### config.mk
export PLATFORM = sky130hd
export DESIGN_NAME = single_wire_sensor_reader
export DESIGN_NICKNAME = d
export VERILOG_FILES = /design/src/hdl/swsr_pkg.sv /design/src/hdl/swsr_cfg.sv /design/src/hdl/swsr_seq.sv /design/src/hdl/single_wire_sensor_reader.sv
export SDC_FILE = /design/constraint.sdc
export NUM_CORES = 1
export LEC_CHECK = 0
export CAP_MARGIN = 30
export CORE_ASPECT_RATIO = 1.1
export CORE_MARGIN = 2
export CORE_UTILIZATION = 37
export CTS_CLUSTER_DIAMETER = 40
export DETAILED_ROUTE_END_ITERATION = 6
export DONT_BUFFER_PORTS = 1
export PLACE_DENSITY = 0.63
export RECOVER_POWER = 100
export SYNTH_ARGS = -nofsm -noshare
export SYNTH_HDL_FRONTEND = slang
export SYNTH_SLANG_ARGS = --single-unit
### constraint.sdc
create_clock -name clk -period 4.3 [get_ports clk]
set_clock_uncertainty 0.15 [all_clocks]
set_input_delay 0.43 -clock clk [delete_from_list [all_inputs] [get_ports clk]]
set_output_delay 0.43 -clock clk [all_outputs]
set_load 0.005 [all_outputs]
### src/hdl/swsr_pkg.sv
package swsr_pkg;

	localparam int unsigned TICK_W  = 12;
	localparam int unsigned SHORT_W = 8;
	localparam int unsigned BYTES_W = 4;
	localparam int unsigned CFG_IDX_W  = 3;
	localparam int unsigned CFG_DATA_W = 12;

	localparam logic [CFG_IDX_W-1:0] REG_START_LOW   = 3'd0;
	localparam logic [CFG_IDX_W-1:0] REG_START_HIGH  = 3'd1;
	localparam logic [CFG_IDX_W-1:0] REG_RESP_FIRST  = 3'd2;
	localparam logic [CFG_IDX_W-1:0] REG_RESP_SECOND = 3'd3;
	localparam logic [CFG_IDX_W-1:0] REG_BIT_DELAY   = 3'd4;
	localparam logic [CFG_IDX_W-1:0] REG_BYTES       = 3'd5;

	localparam logic [TICK_W-1:0]  START_LOW_RST   = 12'd1200;
	localparam logic [SHORT_W-1:0] START_HIGH_RST  = 8'd20;
	localparam logic [SHORT_W-1:0] RESP_FIRST_RST  = 8'd40;
	localparam logic [SHORT_W-1:0] RESP_SECOND_RST = 8'd80;
	localparam logic [SHORT_W-1:0] BIT_DELAY_RST   = 8'd40;
	localparam logic [BYTES_W-1:0] BYTES_RST       = 4'd5;

	localparam logic [2:0] BIT_LAST = 3'd7;

	localparam logic [1:0] STATUS_PENDING  = 2'd0;
	localparam logic [1:0] STATUS_OK       = 2'd1;
	localparam logic [1:0] STATUS_NOT_LOW  = 2'd2;
	localparam logic [1:0] STATUS_NOT_HIGH = 2'd3;

	typedef struct packed {
		logic [TICK_W-1:0]  start_low_ticks;
		logic [SHORT_W-1:0] start_high_ticks;
		logic [SHORT_W-1:0] response_first_wait;
		logic [SHORT_W-1:0] response_second_wait;
		logic [SHORT_W-1:0] bit_sample_delay;
		logic [BYTES_W-1:0] bytes_to_read;
	} cfg_t;

	typedef struct packed {
		logic       drive_enable;
		logic       drive_level;
		logic [1:0] response_status;
		logic       byte_ready;
		logic [7:0] byte_value;
		logic       last_byte;
		logic       busy_res;
	} res_t;

endpackage

### src/hdl/swsr_cfg.sv
module swsr_cfg (
	input  logic                               clk,
	input  logic                               arst_n,
	input  logic                               wr_en,
	input  logic [swsr_pkg::CFG_IDX_W-1:0]     wr_index,
	input  logic [swsr_pkg::CFG_DATA_W-1:0]    wr_data,
	output swsr_pkg::cfg_t                     cfg
);

	swsr_pkg::cfg_t cfg_q;

	always_ff @(posedge clk or negedge arst_n) begin
		if (!arst_n) begin
			cfg_q.start_low_ticks      <= swsr_pkg::START_LOW_RST;
			cfg_q.start_high_ticks     <= swsr_pkg::START_HIGH_RST;
			cfg_q.response_first_wait  <= swsr_pkg::RESP_FIRST_RST;
			cfg_q.response_second_wait <= swsr_pkg::RESP_SECOND_RST;
			cfg_q.bit_sample_delay     <= swsr_pkg::BIT_DELAY_RST;
			cfg_q.bytes_to_read        <= swsr_pkg::BYTES_RST;
		end else if (wr_en) begin
			case (wr_index)
				swsr_pkg::REG_START_LOW: begin
					cfg_q.start_low_ticks <= wr_data[swsr_pkg::TICK_W-1:0];
				end
				swsr_pkg::REG_START_HIGH: begin
					cfg_q.start_high_ticks <= wr_data[swsr_pkg::SHORT_W-1:0];
				end
				swsr_pkg::REG_RESP_FIRST: begin
					cfg_q.response_first_wait <= wr_data[swsr_pkg::SHORT_W-1:0];
				end
				swsr_pkg::REG_RESP_SECOND: begin
					cfg_q.response_second_wait <= wr_data[swsr_pkg::SHORT_W-1:0];
				end
				swsr_pkg::REG_BIT_DELAY: begin
					cfg_q.bit_sample_delay <= wr_data[swsr_pkg::SHORT_W-1:0];
				end
				swsr_pkg::REG_BYTES: begin
					cfg_q.bytes_to_read <= wr_data[swsr_pkg::BYTES_W-1:0];
				end
				default: begin
				end
			endcase
		end
	end

	assign cfg = cfg_q;

endmodule

### src/hdl/swsr_seq.sv
module swsr_seq (
	input  logic            clk,
	input  logic            arst_n,
	input  logic            step,
	input  logic            start_request,
	input  logic            line_level,
	input  swsr_pkg::cfg_t  cfg,
	output swsr_pkg::res_t  res
);

	localparam logic [3:0] PH_IDLE     = 4'd0;
	localparam logic [3:0] PH_LOW      = 4'd1;
	localparam logic [3:0] PH_HIGH     = 4'd2;
	localparam logic [3:0] PH_RESP1    = 4'd3;
	localparam logic [3:0] PH_RESP2    = 4'd4;
	localparam logic [3:0] PH_WAITLOW  = 4'd5;
	localparam logic [3:0] PH_WAITHIGH = 4'd6;
	localparam logic [3:0] PH_SAMPLE   = 4'd7;
	localparam logic [3:0] PH_BITLOW   = 4'd8;

	logic [3:0]  phase_q, ph, n_ph;
	logic [11:0] tick_q, tc, tc_inc, n_tc;
	logic [2:0]  bit_q, bi, n_bi;
	logic [7:0]  shift_q, sb, n_sb, shifted;
	logic [3:0]  byte_q, bc, n_bc;
	logic [1:0]  status_q, st, n_st;

	always_comb begin
		ph = phase_q;
		tc = tick_q;
		bi = bit_q;
		sb = shift_q;
		bc = byte_q;
		st = status_q;
		if (start_request) begin
			ph = PH_LOW;
			tc = '0;
			bi = '0;
			sb = '0;
			bc = '0;
			st = swsr_pkg::STATUS_PENDING;
		end
	end

	assign tc_inc  = tc + 12'd1;
	assign shifted = {sb[6:0], line_level};

	always_comb begin
		n_ph = ph;
		n_tc = tc;
		n_bi = bi;
		n_sb = sb;
		n_bc = bc;
		n_st = st;
		res.drive_enable = 1'b0;
		res.drive_level  = 1'b0;
		res.byte_ready   = 1'b0;
		res.byte_value   = '0;
		res.last_byte    = 1'b0;
		res.busy_res     = (ph != PH_IDLE);
		case (ph)
			PH_LOW: begin
				res.drive_enable = 1'b1;
				n_tc = tc_inc;
				if (tc_inc >= cfg.start_low_ticks) begin
					n_ph = PH_HIGH;
					n_tc = '0;
				end
			end
			PH_HIGH: begin
				res.drive_enable = 1'b1;
				res.drive_level  = 1'b1;
				n_tc = tc_inc;
				if (tc_inc >= {4'd0, cfg.start_high_ticks}) begin
					n_ph = PH_RESP1;
					n_tc = '0;
				end
			end
			PH_RESP1: begin
				n_tc = tc_inc;
				if (tc_inc >= {4'd0, cfg.response_first_wait}) begin
					n_tc = '0;
					if (line_level) begin
						n_st = swsr_pkg::STATUS_NOT_LOW;
						n_ph = PH_IDLE;
					end else begin
						n_ph = PH_RESP2;
					end
				end
			end
			PH_RESP2: begin
				n_tc = tc_inc;
				if (tc_inc >= {4'd0, cfg.response_second_wait}) begin
					n_tc = '0;
					if (!line_level) begin
						n_st = swsr_pkg::STATUS_NOT_HIGH;
						n_ph = PH_IDLE;
					end else begin
						n_st = swsr_pkg::STATUS_OK;
						n_ph = PH_WAITLOW;
					end
				end
			end
			PH_WAITLOW: begin
				if (!line_level) begin
					n_ph = PH_WAITHIGH;
				end
			end
			PH_WAITHIGH: begin
				if (line_level) begin
					n_ph = PH_SAMPLE;
					n_tc = '0;
				end
			end
			PH_SAMPLE: begin
				n_tc = tc_inc;
				if (tc_inc >= {4'd0, cfg.bit_sample_delay}) begin
					n_tc = '0;
					n_sb = shifted;
					n_ph = line_level ? PH_BITLOW : PH_WAITHIGH;
					if (bi == swsr_pkg::BIT_LAST) begin
						n_bi = '0;
						res.byte_ready = 1'b1;
						res.byte_value = shifted;
						n_sb = '0;
						if (({1'b0, bc} + 5'd1) >= {1'b0, cfg.bytes_to_read}) begin
							res.last_byte = 1'b1;
							n_bc = '0;
							n_ph = PH_IDLE;
						end else begin
							n_bc = bc + 4'd1;
						end
					end else begin
						n_bi = bi + 3'd1;
					end
				end
			end
			PH_BITLOW: begin
				if (!line_level) begin
					n_ph = PH_WAITHIGH;
				end
			end
			default: begin
				n_ph = PH_IDLE;
			end
		endcase
		res.response_status = n_st;
	end

	always_ff @(posedge clk or negedge arst_n) begin
		if (!arst_n) begin
			phase_q  <= PH_IDLE;
			tick_q   <= '0;
			bit_q    <= '0;
			shift_q  <= '0;
			byte_q   <= '0;
			status_q <= swsr_pkg::STATUS_PENDING;
		end else if (step) begin
			phase_q  <= n_ph;
			tick_q   <= n_tc;
			bit_q    <= n_bi;
			shift_q  <= n_sb;
			byte_q   <= n_bc;
			status_q <= n_st;
		end
	end

	a_drive_busy: assert property (@(posedge clk) disable iff (!arst_n)
		res.drive_enable |-> res.busy_res)
		else $error("line driven outside a transaction");

	a_last_ready: assert property (@(posedge clk) disable iff (!arst_n)
		res.last_byte |-> res.byte_ready)
		else $error("last byte flagged without a byte");

	a_last_idle: assert property (@(posedge clk) disable iff (!arst_n)
		step && res.last_byte |=> phase_q == PH_IDLE && byte_q == 4'd0)
		else $error("sequencer not idle after the final byte");

	a_byte_bits: assert property (@(posedge clk) disable iff (!arst_n)
		step && res.byte_ready |=> bit_q == 3'd0 && shift_q == 8'd0)
		else $error("bit assembly not cleared after a byte");

	a_fail_idle: assert property (@(posedge clk) disable iff (!arst_n)
		step && !start_request && (status_q == swsr_pkg::STATUS_PENDING)
		&& ((n_st == swsr_pkg::STATUS_NOT_LOW) || (n_st == swsr_pkg::STATUS_NOT_HIGH))
		|=> phase_q == PH_IDLE)
		else $error("response failure did not abort");

endmodule

### src/hdl/single_wire_sensor_reader.sv
// Single-wire sensor reader, advanced by one microsecond tick per input transaction.
// Each input transaction carries start_request and the sampled line_level; each one
// yields exactly one output transaction with the line drive (drive_enable,
// drive_level), the response status, an optional received byte and busy_res.
// A start request drives the line low, then high, releases it, checks the sensor
// response and, if it is good, assembles bytes_to_read bytes (at least one), MSB first.
// Both channels use valid/stall; a transaction moves when valid is high and stall
// is low. An input transaction is registered in the input register, stepped through
// the sequencer and its result registered in the output register. One transaction
// per clock is sustained while the receiver does not stall; the rate is set by the
// step of the sequencer between the input and output registers.
// When the receiver stalls, the result is held and, if the input register is empty,
// one further input transaction is still taken into it; after that in_stall rises
// until the output is taken.
// Configuration writes (cfg_valid/cfg_ready, always ready) are for the user to make while
// idle; the block does not enforce this. Reset empties both registers, loads the
// default timing values and leaves the sequencer idle with status pending.
module single_wire_sensor_reader (
	input  logic        clk,
	input  logic        arst_n,
	input  logic        cfg_valid,
	output logic        cfg_ready,
	input  logic [2:0]  cfg_index,
	input  logic [11:0] cfg_data,
	input  logic        in_valid,
	output logic        in_stall,
	input  logic        start_request,
	input  logic        line_level,
	output logic        out_valid,
	input  logic        out_stall,
	output logic        drive_enable,
	output logic        drive_level,
	output logic [1:0]  response_status,
	output logic        byte_ready,
	output logic [7:0]  byte_value,
	output logic        last_byte,
	output logic        busy_res
);

	swsr_pkg::cfg_t cfg;
	swsr_pkg::res_t res, res_s2;

	logic valid_s1, start_s1, level_s1;
	logic valid_s2;
	logic adv, step, accept;

	assign cfg_ready = 1'b1;

	swsr_cfg u_cfg (
		.clk      (clk),
		.arst_n   (arst_n),
		.wr_en    (cfg_valid & cfg_ready),
		.wr_index (cfg_index),
		.wr_data  (cfg_data),
		.cfg      (cfg)
	);

	assign adv      = !valid_s2 || !out_stall;
	assign step     = valid_s1 && adv;
	assign in_stall = valid_s1 && !adv;
	assign accept   = in_valid && !in_stall;

	always_ff @(posedge clk or negedge arst_n) begin
		if (!arst_n) begin
			valid_s1 <= 1'b0;
		end else if (accept) begin
			valid_s1 <= 1'b1;
		end else if (adv) begin
			valid_s1 <= 1'b0;
		end
	end

	always_ff @(posedge clk) begin
		if (accept) begin
			start_s1 <= start_request;
			level_s1 <= line_level;
		end
	end

	swsr_seq u_seq (
		.clk           (clk),
		.arst_n        (arst_n),
		.step          (step),
		.start_request (start_s1),
		.line_level    (level_s1),
		.cfg           (cfg),
		.res           (res)
	);

	always_ff @(posedge clk or negedge arst_n) begin
		if (!arst_n) begin
			valid_s2 <= 1'b0;
		end else if (step) begin
			valid_s2 <= 1'b1;
		end else if (!out_stall) begin
			valid_s2 <= 1'b0;
		end
	end

	always_ff @(posedge clk) begin
		if (step) begin
			res_s2 <= res;
		end
	end

	assign out_valid       = valid_s2;
	assign drive_enable    = res_s2.drive_enable;
	assign drive_level     = res_s2.drive_level;
	assign response_status = res_s2.response_status;
	assign byte_ready      = res_s2.byte_ready;
	assign byte_value      = res_s2.byte_value;
	assign last_byte       = res_s2.last_byte;
	assign busy_res        = res_s2.busy_res;

	a_stall_full: assert property (@(posedge clk) disable iff (!arst_n)
		in_stall |-> valid_s1 && valid_s2 && out_stall)
		else $error("input stalled with room in the pipeline");

	a_no_overwrite: assert property (@(posedge clk) disable iff (!arst_n)
		valid_s2 && out_stall |=> valid_s2 && $stable(res_s2))
		else $error("stalled result lost or changed");

	a_step_moves: assert property (@(posedge clk) disable iff (!arst_n)
		step |=> valid_s2)
		else $error("processed transaction not presented");

endmodule

==> metrics.txt <==
antenna violations before repair=0; number of fillers in the final layout=1,451; Internal=about 1800 uW; Initial DRC Count=between 200 and 300; Mapped Nets=approximately 660; distinct cell type count after synthesis=between 60 and 70; clock tree buffer depth=2; Clock Pin Slew Worst Setup and Hold Paths=around 70 ps; failing checks=max-capacitance violations, max-slew violations; CP Cell Sequence=nand2b_4, inv_1, ha_1, and4_4, nand2_1, xor2_1, nor2_1, ha_1, o21ai_0, nor2_1, a2111oi_0, o31ai_2, o221ai_2, o21bai_2, o31ai_1; Core Area=0.0151 mm^2; HPWL Detailed=around 8.9 mm; clk_lat worst skew=between 300 and 400 ps; Post-synth EDFFs=17; post-CTS setup buffers=0; Critical path origin=start_s1$_DFFE_PP_; peak supply drop=between 0.2 and 0.3 mV; die height=135 um; Routability Congestion=between 0.8 and 0.9; CP Max Fanout=7; Reg2Reg Depth=15; CTS buffer count=9; Critical Path RT=~4400 ps; hold path start=start_request; synthesized cell area=around 0.0057 mm^2; Startpoint Class=flip-flop; Flop pwr share=0.457; post-synthesis sequential area ratio=0.450; Net Switching=732 uW; Final min period=~3900 ps; clock sinks=99; CTS tree=built; io pins=40; fraction of layout cells with a size suffix above 1=0.116; Hold Path Depth=0; Least-Margin Pin Slew=approximately 2100 ps; final wirelength=~12 mm; placed insts=765; post-synthesis cell count=about 580; reg2reg start=start_s1$_DFFE_PP_; WP data arrival=slightly above 4000 ps; DRC=0; Tot GR Track Use=0.163; setup ws final=374 ps; TritonRoute pass-1 iters=4; CP top delay family=compound AO/OA/AOI/OAI gates; Initial Util=0.379; routed via count=4,169; Setup crit end kind=flip-flop; ys async rst share=0.828; cell at the slowest stage of the critical path=a2111oi_0; multi-input combinational cell area=0.00285 mm^2; Port Buffers=0; dpl cell area=slightly below 0.006 mm^2; Period Utilization, post-route=0.913; largest net degree at the start of global routing=83; Switching Fraction=0.288; CP Depth=15; FF/Latch Area=approximately 0.0026 mm^2; FMAX=255 MHz; fin nets=between 600 and 700; num rows=between 40 and 50; number of global-route vias before repair=between 4,000 and 5,000; status=complete, but fails checks; critical path's largest stage delay=about 520 ps; synth warn=0; area grow syn2layout=9.19%; post-place setup slack=roughly 360 ps; average size of a mapped cell=slightly below 10 um^2; # setup viols final=0; Fin Setup TNS=0 ps; part of the power in the clock network=0.343; final std cells w/o fill=a little under 800; Hold Path Class=input pin to flip-flop; remaining antenna violation count=0; drt wl/cell=between 15 and 20 um; root buffer cell=clkbuf_16; combinational power share=0.201; H-tree Lvls=3; Die ar.=0.0165 mm^2; Vias per Instance=~5.3; first-pass GRT wire length=around 21 mm; critical path class=flip-flop to flip-flop; Horiz. Die Dim=around 120 um; ys flop type=dfrtp_1; n_diodes=0; Finished Cell Area=0.00626 mm^2; pwr/cell area=between 400 and 500 mW/mm^2; Max Cap Viol=1; Buffers & Inverters on Critical Path=1; total gr overflow=0; Slew Limit Fails=a little over 80; Hold Vio Cnt, Final=0; Yosys reg bits=99; Max-slew headroom=-0.375; static leakage=0.00285 uW; unrepaired setup endpoints after global routing=false
[layout by cell type (no fill, tap or decap), types with 17 or more instances in the layout]
cell type | netlist | layout
nand2_1 | 64 | 64
edfxtp_1 | 17 | 17
nor2_1 | 31 | 31
ha_1 | 52 | 52
o21ai_0 | 56 | 57
dfrtp_1 | 68 | 68
mux2_2 | 17 | 17
a21oi_1 | 18 | 18
inv_1 | 55 | 55
[routing by layer]
layer  part of all wire  wire length [um]  vias up  track usage
met5                  0                 0        -            0
met4              0.016               197        0       0.0575
met3              0.039               481       14       0.0405
met2               0.49              5980       80        0.263
met1               0.46              5610     2022        0.211
li1                   -                 -     2053            -
[cell type report]
| type | instances | share of cell area |
|---|---|---|
| multi-input cells | 407 | 0.456 |
| flip-flops and latches | 99 | 0.412 |
| well taps | 196 | 0.0392 |
| clock buffers | 9 | 0.0360 |
| inverters | 55 | 0.0330 |
| clock inverters | 7 | 0.0144 |
| repair buffers | 10 | 0.00960 |
[worst register-to-register path, delay by kind of cell (launching register included)]
kind	cells	cell delay, ps
buffers and inverters	1	60
adders and majority gates	2	560
and+or+nand+nor	5	920
DFF	1	480
xor gates and xnor gates	1	170
AOI/OAI and AO/OA	6	1510
[cell usage after synthesis (3+ instances only)]
master / count / area [um^2]
dfrtp_1: 68 / 1700
nand2_1: 64 / 240
o21ai_0: 56 / 280
inv_1: 55 / 206
ha_1: 52 / 651
nor2_1: 31 / 116
a21oi_1: 18 / 90.1
edfxtp_1: 17 / 510
mux2_2: 17 / 191
a22o_1: 14 / 123
dfstp_2: 14 / 368
clkbuf_1: 13 / 48.8
nor2b_1: 13 / 81.3
nand3_1: 12 / 60.1
xor2_1: 12 / 105
nor3_1: 11 / 55.1
and2_1: 10 / 62.6
nand2b_1: 8 / 50.1
nand4_1: 8 / 50.1
a211oi_1: 6 / 45.0
a21o_1: 6 / 45.0
and3_1: 6 / 37.5
o31ai_1: 5 / 37.5
a2111oi_0: 3 / 26.3
a211o_1: 3 / 26.3
a31o_2: 3 / 26.3
a31oi_1: 3 / 18.8
nand4b_1: 3 / 26.3
nor3_2: 3 / 30.0
nor3b_1: 3 / 22.5
[timing repair]
item	in CTS	in global routing
hold buffers	2	0
endpoints found under the setup margin	0	6
resized for setup	0	3
hold endpoints to repair	82	0
[power groups by stage]
stage	Clock [uW]	Combinational (uW)	Sequential, uW
floorplan	0	380	1150
global placement	0	470	1170
detailed placement	0	486	1180
CTS	893	516	1160
global route	933	591	1180
finish	871	510	1160
[flip-flops by register name, summed over array words and instances (netlist names)]
signal / cells
byte_value: 8
last_byte: 1
u_seq.shift_q: 7
u_seq.phase_q: 4
drive_level: 1
u_seq.tick_q: 12
u_seq.bit_q: 3
valid_s1: 1
busy_res: 1
response_status: 2
start_s1: 1
u_seq.status_q: 2
drive_enable: 1
level_s1: 1
u_seq.byte_q: 4
out_valid: 1
byte_ready: 1
u_cfg.cfg: 48
[per-stage QoR]
stage	util	hold WS [ps]	total power, uW
after floorplan	-	-15.6	1530
after global placement	0.393	-11.8	1640
after detailed placement	0.393	-12.2	1660
after CTS	0.416	3.79	2570
after global routing	0.414	1.24	2700
final	0.414	14.3	2540
[worst paths after layout]
path	to	slack, ps
min in group asynchronous	u_cfg.cfg[33]$_DFFE_PN0P_	1050
hold reg to reg	out_valid$_DFFE_PN0P_	340
max in group asynchronous	out_valid$_DFFE_PN0P_	1720
setup / recovery	u_seq.tick_q[3]$_DFFE_PN0P_	370
setup reg to reg	u_seq.tick_q[3]$_DFFE_PN0P_	370
hold / removal	start_s1$_DFFE_PP_	10
[cell families (layout without fill, tap and decap cells)]
kind of cell | after synthesis | after routing | synth area share
compound gates | 141 | 141 | 0.165
xor+xnor | 14 | 14 | 0.0214
fa+ha+maj | 52 | 52 | 0.114
buf+inv | 76 | 81 | 0.0541
flops | 99 | 99 | 0.450
mux | 19 | 19 | 0.0369
other cells | 1 | 1 | 0.000654
simple gates | 180 | 180 | 0.159
Note: power is estimated with default switching activity, not from simulation.
